<file path="src/hw/rtl/dq_pkg.sv">
// ----------------------------------------------------------------------------
// dq_pkg: shared types and constants of the double-ended queue
// Depth, field widths, operation and status codes, and the cell commands.
// ----------------------------------------------------------------------------
package dq_pkg;

  localparam int unsigned DEPTH   = 16;
  localparam int unsigned DataW   = 32;
  localparam int unsigned OpW     = 3;
  localparam int unsigned StatusW = 2;
  localparam int unsigned CountW  = 5;
  localparam int unsigned OccW    = $clog2(DEPTH + 1);

  localparam logic signed [DataW-1:0] EmptyData = -32'sd1;

  typedef enum logic [OpW-1:0] {
    OP_PUSH_FRONT = 3'd0,
    OP_PUSH_BACK  = 3'd1,
    OP_POP_FRONT  = 3'd2,
    OP_POP_BACK   = 3'd3,
    OP_PEEK_FRONT = 3'd4,
    OP_PEEK_BACK  = 3'd5,
    OP_REVERSE    = 3'd6
  } op_e;

  typedef enum logic [StatusW-1:0] {
    ST_OK    = 2'd0,
    ST_EMPTY = 2'd1,
    ST_FULL  = 2'd2
  } status_e;

  // Command broadcast to every cell of the row.
  typedef enum logic [2:0] {
    CELL_HOLD      = 3'd0,
    CELL_SHIFT_IN  = 3'd1,  // take the left neighbor, cell 0 takes the new value
    CELL_SHIFT_OUT = 3'd2,  // take the right neighbor
    CELL_FILL_TAIL = 3'd3,  // first empty cell takes the new value
    CELL_DROP_TAIL = 3'd4   // last full cell empties
  } cell_cmd_e;

endpackage

</file>
<file path="src/hw/rtl/dq_cell.sv">
// ----------------------------------------------------------------------------
// dq_cell: one slot of the queue row
// Holds one element and its valid bit, and moves data to or from its
// neighbors under the broadcast command.
// ----------------------------------------------------------------------------
module dq_cell (
  input  logic                              clk_i,
  input  logic                              rst_ni,
  input  dq_pkg::cell_cmd_e                 cmd_i,
  input  logic signed [dq_pkg::DataW-1:0]   prev_data_i,
  input  logic                              prev_valid_i,
  input  logic signed [dq_pkg::DataW-1:0]   next_data_i,
  input  logic                              next_valid_i,
  output logic signed [dq_pkg::DataW-1:0]   data_o,
  output logic                              valid_o,
  output logic signed [dq_pkg::DataW-1:0]   tail_o
);
  import dq_pkg::*;

  logic signed [DataW-1:0] data_q, data_d;
  logic                    valid_q, valid_d;
  logic                    is_tail;

  assign is_tail = valid_q & ~next_valid_i;

  always_comb begin
    data_d  = data_q;
    valid_d = valid_q;
    case (cmd_i)
      CELL_SHIFT_IN: begin
        data_d  = prev_data_i;
        valid_d = prev_valid_i;
      end
      CELL_SHIFT_OUT: begin
        data_d  = next_data_i;
        valid_d = next_valid_i;
      end
      CELL_FILL_TAIL: begin
        if (!valid_q && prev_valid_i) begin
          data_d  = prev_data_i;
          valid_d = 1'b1;
        end
      end
      CELL_DROP_TAIL: begin
        if (is_tail) valid_d = 1'b0;
      end
      default: begin
      end
    endcase
  end

  always_ff @(posedge clk_i or negedge rst_ni) begin
    if (!rst_ni) begin
      valid_q <= 1'b0;
    end else begin
      valid_q <= valid_d;
    end
  end

  always_ff @(posedge clk_i) begin
    data_q <= data_d;
  end

  assign data_o  = data_q;
  assign valid_o = valid_q;
  assign tail_o  = is_tail ? data_q : '0;

endmodule

</file>
<file path="src/hw/rtl/double_ended_queue.sv">
// ----------------------------------------------------------------------------
// double_ended_queue: fixed-depth deque of signed 32-bit values
// A row of cells; cell 0 is the physical front, the last valid cell the back.
// ----------------------------------------------------------------------------
// Usage:
//   Input channel (in_valid_i / in_stall_o) carries op_i and value_i. Output
//   channel (out_valid_o / out_stall_i) carries status_o, data_o, count_o.
//   Every accepted beat yields exactly one result beat.
//   The result is registered: it sits in the output register on the
//   clock after the input beat is taken. One beat per cycle is sustained
//   while out_stall_i is low; every cell updates in parallel from its
//   neighbors. Pushes at the physical front shift the whole row right, pops
//   there shift it left; the back end fills or empties the cell at the edge
//   of the valid run. Peek back is an OR over the one-hot tail of the row.
//   Reverse toggles a direction flag that swaps the logical ends.
//   Reset empties the queue and clears the direction flag; no sweep needed.
//   While the output holds an unaccepted result and out_stall_i is high,
//   in_stall_o is raised and the result holds.
// ----------------------------------------------------------------------------
module double_ended_queue (
  input  logic                                clk_i,
  input  logic                                rst_ni,
  input  logic                                in_valid_i,
  output logic                                in_stall_o,
  input  logic [dq_pkg::OpW-1:0]              op_i,
  input  logic signed [dq_pkg::DataW-1:0]     value_i,
  output logic                                out_valid_o,
  input  logic                                out_stall_i,
  output logic [dq_pkg::StatusW-1:0]          status_o,
  output logic signed [dq_pkg::DataW-1:0]     data_o,
  output logic [dq_pkg::CountW-1:0]           count_o
);
  import dq_pkg::*;

  logic signed [DataW-1:0] cell_data  [DEPTH];
  logic                    cell_valid [DEPTH];
  logic signed [DataW-1:0] cell_tail  [DEPTH];

  cell_cmd_e               cmd;
  logic                    accept;
  logic [OccW-1:0]         occ_q, occ_d;
  logic                    rev_q, rev_d;
  logic                    at_front;
  logic                    is_empty, is_full;
  logic signed [DataW-1:0] back_data;
  status_e                 status_d;
  logic signed [DataW-1:0] res_data_d;

  logic                    out_valid_q;
  logic [StatusW-1:0]      status_q;
  logic signed [DataW-1:0] data_q;
  logic [CountW-1:0]       count_q;

  assign in_stall_o = out_valid_q & out_stall_i;
  assign accept     = in_valid_i & ~in_stall_o;

  // Row of cells
  for (genvar i = 0; i < DEPTH; i++) begin : g_cell
    logic signed [DataW-1:0] prev_data, next_data;
    logic                    prev_valid, next_valid;

    if (i == 0) begin : g_head
      assign prev_data  = value_i;
      assign prev_valid = 1'b1;
    end else begin : g_body
      assign prev_data  = cell_data[i-1];
      assign prev_valid = cell_valid[i-1];
    end

    if (i == DEPTH - 1) begin : g_last
      assign next_data  = '0;
      assign next_valid = 1'b0;
    end else begin : g_inner
      assign next_data  = cell_data[i+1];
      assign next_valid = cell_valid[i+1];
    end

    // Cells past the head take the new value only through FILL_TAIL,
    // so route it in where the cell is the first empty one.
    logic signed [DataW-1:0] fill_data;
    assign fill_data = (cmd == CELL_FILL_TAIL) ? value_i : prev_data;

    dq_cell u_cell (
      .clk_i        (clk_i),
      .rst_ni       (rst_ni),
      .cmd_i        (cmd),
      .prev_data_i  (fill_data),
      .prev_valid_i (prev_valid),
      .next_data_i  (next_data),
      .next_valid_i (next_valid),
      .data_o       (cell_data[i]),
      .valid_o      (cell_valid[i]),
      .tail_o       (cell_tail[i])
    );
  end

  always_comb begin
    back_data = '0;
    for (int i = 0; i < DEPTH; i++) begin
      back_data = back_data | cell_tail[i];
    end
  end

  assign is_empty = (occ_q == '0);
  assign is_full  = (occ_q == OccW'(DEPTH));

  always_comb begin
    cmd        = CELL_HOLD;
    occ_d      = occ_q;
    rev_d      = rev_q;
    status_d   = ST_OK;
    res_data_d = '0;
    at_front   = 1'b0;
    case (op_i)
      OP_PUSH_FRONT, OP_PUSH_BACK: begin
        at_front = (op_i == OP_PUSH_FRONT) ^ rev_q;
        if (is_full) begin
          status_d = ST_FULL;
        end else begin
          cmd   = at_front ? CELL_SHIFT_IN : CELL_FILL_TAIL;
          occ_d = occ_q + 1'b1;
        end
      end
      OP_POP_FRONT, OP_POP_BACK: begin
        at_front = (op_i == OP_POP_FRONT) ^ rev_q;
        if (is_empty) begin
          status_d   = ST_EMPTY;
          res_data_d = EmptyData;
        end else begin
          cmd   = at_front ? CELL_SHIFT_OUT : CELL_DROP_TAIL;
          occ_d = occ_q - 1'b1;
        end
      end
      OP_PEEK_FRONT, OP_PEEK_BACK: begin
        at_front = (op_i == OP_PEEK_FRONT) ^ rev_q;
        if (is_empty) begin
          status_d   = ST_EMPTY;
          res_data_d = EmptyData;
        end else begin
          res_data_d = at_front ? cell_data[0] : back_data;
        end
      end
      OP_REVERSE: begin
        if (is_empty) begin
          status_d = ST_EMPTY;
        end else begin
          rev_d = ~rev_q;
        end
      end
      default: begin
      end
    endcase
    // drop every state change unless a beat is taken
    if (!accept) begin
      cmd   = CELL_HOLD;
      occ_d = occ_q;
      rev_d = rev_q;
    end
  end

  always_ff @(posedge clk_i or negedge rst_ni) begin
    if (!rst_ni) begin
      occ_q       <= '0;
      rev_q       <= 1'b0;
      out_valid_q <= 1'b0;
    end else begin
      occ_q       <= occ_d;
      rev_q       <= rev_d;
      out_valid_q <= accept | in_stall_o;
    end
  end

  always_ff @(posedge clk_i) begin
    if (accept) begin
      status_q <= status_d;
      data_q   <= res_data_d;
      count_q  <= CountW'(occ_d);
    end
  end

  assign out_valid_o = out_valid_q;
  assign status_o    = status_q;
  assign data_o      = data_q;
  assign count_o     = count_q;

endmodule
</file>
<file path="config.mk">
export PLATFORM = sky130hd
export DESIGN_NAME = double_ended_queue
export DESIGN_NICKNAME = d
export VERILOG_FILES = /design/src/hw/rtl/dq_pkg.sv /design/src/hw/rtl/dq_cell.sv /design/src/hw/rtl/double_ended_queue.sv
export SDC_FILE = /design/constraint.sdc
export NUM_CORES = 1
export LEC_CHECK = 0
export BUFFER_PORTS_ARGS = -buffer_cell sky130_fd_sc_hd__buf_2
export CORE_MARGIN = 2
export CORE_UTILIZATION = 55
export DETAILED_ROUTE_END_ITERATION = 6
export PLACE_DENSITY = 0.73
export SKIP_LAST_GASP = 1
export SLEW_MARGIN = 20
export SYNTH_ARGS = -nofsm -noshare
export SYNTH_HDL_FRONTEND = slang
export SYNTH_HIERARCHICAL = 1
export SYNTH_SLANG_ARGS = --single-unit
</file>
<file path="constraint.sdc">
create_clock -name clk_i -period 12.3 [get_ports clk_i]
set_input_delay 2.46 -clock clk_i [delete_from_list [all_inputs] [get_ports clk_i]]
set_output_delay 2.46 -clock clk_i [all_outputs]
set_load 0.02 [all_outputs]
</file>
==> run summary, run 1 <==
The type of origin of the critical path is an input port. The logic gate share of total power came out at 33.6%. The highest ir drop seen on vdd is 0.0951 mV. For this design, the slowest cell found on the critical path is sky130_fd_sc_hd__a31oi_4.

The number of flip-flops and latches in the synthesized netlist is 574. The share of final-layout standard cells stronger than drive strength 1 came out at 37.3%. The horizontal die dimension came out at 258 µm.

The average instance in the mapped netlist occupies 12.6 µm². Data on the critical path arrives at its endpoint at 5.81 ns. The stage delay of the slowest cell on the critical path came out at 0.87 ns. The worst slack on hold paths is 0.553 ns. The remaining global-route overflow is 0. The number of buffer and inverter stages on the critical path came out at 3.

In this run the number of cells on the critical path is 8. The leakage power figure came out at 14.7 nW. The total standard cell area after synthesis is 35400 µm². The initial core utilization is 55.9%. The transition time of the tightest slew-check pin came out at 1.21 ns.

The relative max-transition margin came out at 19.2%. Across the run, the number of max-cap violations was 0. The final hold violation count came to 0. CTS saw 574 sinks. The clock edge transition at the registers on the reported setup and hold paths came out at 0.06 ns. The area enclosed by the die boundary is 66400 µm². Grouping stages by cell kind, the critical path spends the most delay in compound AO/OA/AOI/OAI gates. Counting flops with an async set or reset pin after synthesis yields a share of 4.01%. The layout overhead on the synthesized area is 7.82%. The power share of the sequential group is 39.0%.

Once detail routing completed, the nets flagged for antenna violations numbered 0. In this run the power density over the cells is 184 nW/µm². The via density per instance came out at 6.28. The worst register-to-register path has a depth of 9.

The count of unique library cells instantiated by Yosys is 51. The number of port buffers came out at 79. The instance count along the most critical hold path came out at 1. For the worst-skew pair, the clock arrives at the later sink with an insertion delay of 0.60 ns. The number of enable-type register cells in the synthesized netlist is 551. The aggregate global-route resource usage is 27.8%. Static timing analysis puts the maximum clock frequency at 178 MHz. The core region is 63300 µm². The final clock period utilization by the worst path came out at 45.7%. Along the worst path, the maximum fanout reaches 59. The setup total negative slack came out at 0 ns.

In this run the number of H-tree levels came out at 3. The residual DRC count came out at 0. The cell repeated most along the worst path is sky130_fd_sc_hd__buf_4. The Yosys warning count came out at 6.

The count of final setup violators came out at 0. The congestion estimate from routability-driven global placement came to 0.887. The row count is 92. The setup fix buffers added after clock tree synthesis came out at 0.

The number of max-slew violations in the final report is 0. The HPWL reported at the end of detailed placement is 64.5 mm. Setup repair after global routing left no endpoint under its margin. For this design the top-level I/O count stands at 80. The number of iterations in the first detailed-routing pass is 6. Wires add up to 94.4 mm. The number of antenna violations at the first check in global routing is 1. The first global-routing pass estimated 142 mm of wire.

The sequential element share of the synthesized area is 48.4%. The setup clock skew after layout came out at 0.0246 ns. The flow ran to the end, and the final reports show no timing, DRC or antenna violations. The reported net switching power is 2.39 mW. Clock tree synthesis inserted a total of 66 buffers.

The required time reported for the critical path endpoint came out at 12.50 ns. The largest net degree at the start of global routing came out at 244. In this run the clock root is driven by a sky130_fd_sc_hd__clkbuf_16.

The number of DRC violations after detailed-routing iteration 0 came out at 3085. sky130_fd_sc_hd__edfxtp_1 is the most common cell in the netlist. The vertical die dimension came out at 258 µm. The critical path goes through buf_2 -> a21bo_2 -> nand2b_1 -> nor3_4 -> buf_4 -> buf_4 -> o21bai_1 -> a31oi_4. Once the clock tree was built, the resizer swapped 0 gates to a different size.

TritonCTS built the clock tree. The worst hold path belongs to the class reg2reg. Sorting the synthesized cells by how often they occur yields sky130_fd_sc_hd__edfxtp_1 (551), sky130_fd_sc_hd__and2_1 (543), sky130_fd_sc_hd__mux2_2 (480).

The number of cells produced by synthesis is 2813. The number of global-route vias before repair was 22200. The internal power component is 4.61 mW. The endpoint class of the critical path is a flip-flop. The top cell type's share of synthesized area is 46.8%. The quantity of hold-fixing buffers added after cts is 0. 0 antenna diodes ended up in the layout. The critical path class is in2reg.

Summed over all instances, the cell type with the most area after synthesis is sky130_fd_sc_hd__edfxtp_1. The net count reported at finish came out at 2859. The switching power share of the total came out at 34.2%. The share of power burned in the clock network came out at 27.4%.

The total number of vias is 23300. Sorting the synthesized cells by area gives the leading types as sky130_fd_sc_hd__edfxtp_1 (47%), sky130_fd_sc_hd__mux2_2 (15%), sky130_fd_sc_hd__and2_1 (9.6%). The per-cell routed wire length is 25.4 µm. The most used flip-flop cell after synthesis is sky130_fd_sc_hd__edfxtp_1. The buffer levels on the longest clock path came out at 3. The clock period could shrink to 5.62 ns.
==> cells by family after synthesis <==
family,synth area share [%]
adder cells (fa/ha/maj),0.0707
AND/OR/NAND/NOR,15.4
buffers and inverters,5.36
AO/OA/AOI/OAI,14.3
multiplexers,16.3
flip-flops,48.4
other,0.0212
XOR/XNOR,0.124
==> power groups by stage <==
stage	sequential, mW	clock (mW)	combinational (mW)
floorplan	2.69	0	1.55
global placement	2.74	0	2.19
detailed placement	2.76	0	2.27
CTS	2.72	1.95	2.28
global route	2.76	2.02	2.49
finish	2.73	1.92	2.35
==> cells in the final DEF (no fill, tap or decap), drive strengths merged, types with 4 or more instances in the layout <==
master,instances
edfxtp,551
and2,545
mux2,512
a21o,480
buf,136
nor4,130
clkbuf,94
o21ai,66
nor2b,49
conb,37
nand2b,34
nand4,33
o221a,32
dfrtp,23
clkinv,21
nor3b,17
a31oi,17
o21bai,16
o21a,16
nand2,6
nor2,6
a21oi,5
nand3,5
nor3,5
xnor2,4
inv,4
==> flip-flops by register name (all words and copies together) (netlist names) <==
register,cells
status_o,2
g_cell.u_cell/data_o,512
data_o,32
out_valid_o,1
occ_q,5
rev_q,1
count_o,5
g_cell.u_cell/valid_o,16
==> path summary, 6_finish.rpt <==
path	slack, ns	startpoint	to
worst max-delay path	6.68	in_valid_i	g_cell[11].u_cell/data_o[14]$_DFFE_PP_
min in group asynchronous	1.91	rst_ni	out_valid_o$_DFF_PN0_
worst min-delay path	0.55	g_cell[15].u_cell/data_o[21]$_DFFE_PP_	g_cell[14].u_cell/data_o[21]$_DFFE_PP_
worst min register to register	0.55	g_cell[15].u_cell/data_o[21]$_DFFE_PP_	g_cell[14].u_cell/data_o[21]$_DFFE_PP_
worst max register to register	8.18	occ_q[0]$_DFF_PN0_	g_cell[13].u_cell/data_o[24]$_DFFE_PP_
max in group asynchronous	9.89	rst_ni	g_cell[11].u_cell/valid_o$_DFFE_PN0P_
==> metal layers <==
layer	part of all wire (%)	GRT usage, %	routed length (µm)	up-vias
li1	-	-	-	10500
met1	47	43.8	43900	11600
met2	40	37.1	37700	1144
met3	12	8.95	11600	94
met4	1.2	5.52	1170	2
met5	0.014	0	13	-
==> per-stage QoR <==
stage                     utilization, %  cell area, µm²  setup slack, ns  power, mW  std cells
after floorplan                        -           35500             2.78       4.24       2848
after global placement              56.5           35800             6.03       4.94       3586
after detailed placement            56.8           35900             6.08       5.03       3592
after CTS                           60.0           38000             6.70       6.95       3707
after global routing                60.3           38100             6.58       7.27       3711
final                               60.3           38100             6.68       7.00       3711
==> cell type report <==
cell class                      count  area [µm²]
Inverter                            5        18.8
Sequential cell                   574       17100
Timing Repair Buffer              136        1040
Multi-Input combinational cell   2035       16800
Fill cell                        4957       25200
Clock inverter                     21         114
Tap cell                          846        1060
Clock buffer                       94        1960
Note: power is estimated with default switching activity, not from simulation.
==> inputs of run 2 (changes only) <==
ABC_AREA = 1   (was unset)
PLACE_DENSITY = 0.7   (was 0.73)
clock period = 5.5 ns   (was 12.3 ns; I/O delays follow)
==> run 2 against run 1 <==
  * Via count grew 45%
  * Total power grew 140%
  * Global-route usage is 0.11 points lower
  * Flip-flop and latch count did not move
  * Clock power is 130% higher
  * Non-clock buffer count down 24
  * Hold slack got worse by 0.064 ns
  * First-iteration DRC count increased by 17%
  * Largest cell class is now multi-input gates
==> run summary, run 2 <==
The most used flip-flop cell after synthesis is sky130_fd_sc_hd__edfxtp_1. The cell area reported after detailed placement is 38800 µm² (+8.0%). The wire length on met2 is 42.4 mm (+12%). The count of pins on the block boundary is 80 (unchanged). The number of max-slew violations in the final report is 0 (unchanged).

Setup repair after global routing left no endpoint under its margin. The per-cell routed wire length is 15.5 µm (-39%). The layout overhead on the synthesized area came out at 4.91%. The net count reported at finish is 5545 (+94%).

Traced cell by cell, the critical path runs through buf_2 -> nand2_1 -> nand2_1 -> inv_2 -> nand3_1 -> o22ai_4 -> buf_4 -> inv_2 -> nor2_4 -> nand2_4 -> nand2_1 -> nand2_1. In this design, the largest share of critical-path delay is due to simple AND/OR/NAND/NOR gates. The post-route antenna net violation count is 0 (unchanged). The total routed wire length on the met1 layer is 47.9 mm (+9.0%). The sequential element share of the synthesized area was 43.9% (-4.5 points). The setup total negative slack came to 0 ns (unchanged). The total number of vias came out at 33800 (+45%). The count of unique library cells instantiated by Yosys is 31 (-39%).

The highest metal layer carrying signal wires in the routed design is met4. The via density per instance is 5.21 (-17%). Summed over all instances, the cell type with the most area after synthesis is sky130_fd_sc_hd__edfxtp_1. The number of port buffers is 79 (unchanged). The row count came out at 97 (+5.4%). The setup clock skew after layout came out at 0.0212 ns (-0.00338 ns). The core footprint is 70100 µm² (+11%). The aggregate routed wire length came out at 100 mm (+6.3%).

The post-cts gate resize count came out at 0 (unchanged). The stage delay of the slowest cell on the critical path is 0.60 ns (-0.27 ns). The vertical die dimension is 270 µm (+4.9%). The share of final-layout standard cells stronger than drive strength 1 came out at 5.69% (-32 points). The required time reported for the critical path endpoint is 5.85 ns (-6.65 ns). The transition time of the tightest slew-check pin came out at 1.10 ns (-0.115 ns). In this run the clock root is driven by a sky130_fd_sc_hd__clkbuf_16. The relative max-transition margin came out at 26.8% (+7.7 points). The cell that appears most often on the critical path is sky130_fd_sc_hd__nand2_1. The arrival time of the worst setup path is 4.05 ns (-1.76 ns).

The number of clock sinks came out at 574 (unchanged). The standard cell with the maximum stage delay on the critical path is sky130_fd_sc_hd__nor2_4. The number of cells produced by synthesis is 5636 (+100%). The area taken by multi-input logic gates is 17300 µm² (+2.6%). The leakage power figure came out at 21.2 nW (+44%). The total power density per cell area is 416 nW/µm² (+130%). The final weighted congestion in routability-driven placement came out at 0.846 (-4.6%). The post-synthesis async set-or-reset flop share came out at 4.01% (unchanged). The post-synthesis area per instance is 6.92 µm² (-45%).

Leaving out fill and tap cells, the most frequent cell in the layout is sky130_fd_sc_hd__nand2_1. The sum of met3 wire segment lengths after detailed routing came out at 8.14 mm (-30%). The storage element area is 17100 µm² (unchanged). The residual DRC count came out at 0 (unchanged). In the layout the commonest cells are sky130_fd_sc_hd__nand2_1 (1912), sky130_fd_sc_hd__nor2_1 (890), sky130_fd_sc_hd__inv_1 (635). By area the synthesized netlist is led by sky130_fd_sc_hd__edfxtp_1 (42%), sky130_fd_sc_hd__nand2_1 (18%), sky130_fd_sc_hd__nor2_1 (8.6%). The largest net degree at the start of global routing came out at 289 (+18%).

The quantity of hold-fixing buffers added after cts is 0 (unchanged). The number of buffer and inverter stages on the critical path is 4 (+1). The wire length of the first global-routing pass came to 167 mm (+18%). The number of iterations in the first detailed-routing pass is 6 (unchanged).

The most common cell in the synthesized netlist is sky130_fd_sc_hd__nand2_1. The final clock period utilization by the worst path is 67.3%. The utilization of the core after routing is 58.3% (-1.9 points). The clock edge transition at the registers on the reported setup and hold paths came out at 0.06 ns (about the same). The number of antenna violations at the first check in global routing came to 0 (-1). The worst setup path is captured at a flip-flop. The number of H-tree branching levels came out at 3 (unchanged).

The number of enable-type register cells in the synthesized netlist was 551 (unchanged). The HPWL reported at the end of detailed placement came to 72.3 mm (+12%). The buffer levels on the longest clock path came out at 3 (unchanged).

The number of DRC violations after detailed-routing iteration 0 came out at 3604 (+17%). The remaining global-route overflow came to 0 (unchanged). The number of global-route vias before repair came out at 31700 (+43%). The later-pin clock latency in the skew report came out at 0.62 ns (+0.02 ns). The number of inserted diodes is 0 (unchanged). The setup fix buffers added after clock tree synthesis came out at 0 (unchanged). The number of flip-flops and latches in the synthesized netlist came out at 574 (unchanged). The setup path with the least slack is of type in2reg. The count of max-cap constraint violations was 0 (unchanged). TritonCTS built the clock tree. The time the final worst path needs with I/O delays and setup is 3.70 ns. The type of origin of the critical path is an input port. The count of final setup violators is 0 (unchanged). The aggregate global-route resource usage came out at 27.7% (-0.11 points). Ranked by instance count, the synthesized netlist is headed by sky130_fd_sc_hd__nand2_1 (1912), sky130_fd_sc_hd__nor2_1 (892), sky130_fd_sc_hd__inv_1 (639). The area enclosed by the die boundary was 73100 µm² (+10%). The Yosys warning count came out at 6 (unchanged). The TritonCTS buffer count is 69 (+4.5%). The flip-flop count of the largest register, all copies and words added came out at 512 (unchanged). The run finished with clean final reports. The number of fill cells in the layout came out at 6710 (+35%).

The top fanout value on the critical path came out at 36 (-39%). The final hold violation count came out at 0 (unchanged). The highest ir drop seen on vdd is 0.281 mV (+200%).

The top cell type's share of synthesized area is 42.4% (-4.3 points). The worst hold path belongs to the class in2async. The setup slack on the worst flop-to-flop path is 1.88 ns (-6.30 ns).

The horizontal die dimension came out at 270 µm (+4.9%). The total standard cell area after synthesis came to 39000 µm² (+10%). The final instance area came to 40900 µm² (+7.3%). The initial core utilization came out at 55.6% (-0.28 points).

The highest clock rate is 270 MHz.
[run 2: cell types whose count changed after synthesis, sizes merged, moves of 41 or more]
cell | before | now
a21oi | 5 | 46
o21ai | 66 | 498
nand3 | 5 | 597
clkbuf | 79 | 124
nor2b | 49 | 0
and2 | 545 | 0
nor4 | 130 | 0
buf | 155 | 225
inv | 5 | 687
a21o | 480 | 0
mux2 | 512 | 0
nor2 | 6 | 910
nand2 | 6 | 1960
[run 2: where the power goes]
part	switching (mW)	internal, mW	total, mW
Clock	1.80	2.55	4.34
Combinational	4.70	1.62	6.32
Sequential	0.515	5.86	6.38
[run 2: cells by family after synthesis]
group	after synthesis	share of synthesized area [%]
other	2	0.0193
XOR/XNOR	8	0.228
flip-flops	574	43.9
adder cells (fa/ha/maj)	2	0.0641
AO/OA/AOI/OAI	546	7.02
buffers and inverters	1036	12.2
AND/OR/NAND/NOR	3468	36.6
[run 2: final cells by class]
class | instances | area share (%)
Clock buffer | 95 | 4.67
Clock inverter | 22 | 0.410
Inverter | 687 | 6.30
Multi-Input combinational cell | 4060 | 42.2
Sequential cell | 574 | 41.8
Tap cell | 940 | 2.87
Timing Repair Buffer | 112 | 1.67
[run 2: worst paths after layout]
check                                   start                                    end  cells after the start
setup / recovery                  out_stall_i   g_cell[9].u_cell/data_o[2]$_DFFE_PP_                     12
hold / removal                         rst_ni   g_cell[0].u_cell/valid_o$_DFFE_PN0P_                      1
setup reg to reg           occ_q[0]$_DFF_PN0_  g_cell[0].u_cell/data_o[28]$_DFFE_PP_                      9
hold reg to reg            occ_q[0]$_DFF_PN0_                     occ_q[0]$_DFF_PN0_                      1
max in group asynchronous              rst_ni  g_cell[11].u_cell/valid_o$_DFFE_PN0P_                      1
min in group clk_i         occ_q[0]$_DFF_PN0_                     occ_q[0]$_DFF_PN0_                      1
[run 2: routing by layer]
metal | track usage (%) | vias to the layer above
met4 | 6.92 | 0
met5 | 0 | -
li1 | - | 17400
met3 | 3.59 | 114
met2 | 42.3 | 1269
met1 | 41.8 | 15000
[run 2: stage by stage]
| stage | cells | setup slack (ns) | total power, mW | hold WS [ns] |
|---|---|---|---|---|
| global route | 6490 | 1.40 | 18.2 | 0.531 |
| finish | 6490 | 1.80 | 17.0 | 0.489 |
| CTS | 6490 | 1.82 | 17.0 | 0.495 |
| floorplan | 5670 | 0.0567 | 10.9 | 0.502 |
| detailed placement | 6373 | 1.17 | 12.6 | 0.547 |
| global placement | 6373 | 1.26 | 12.4 | 0.551 |
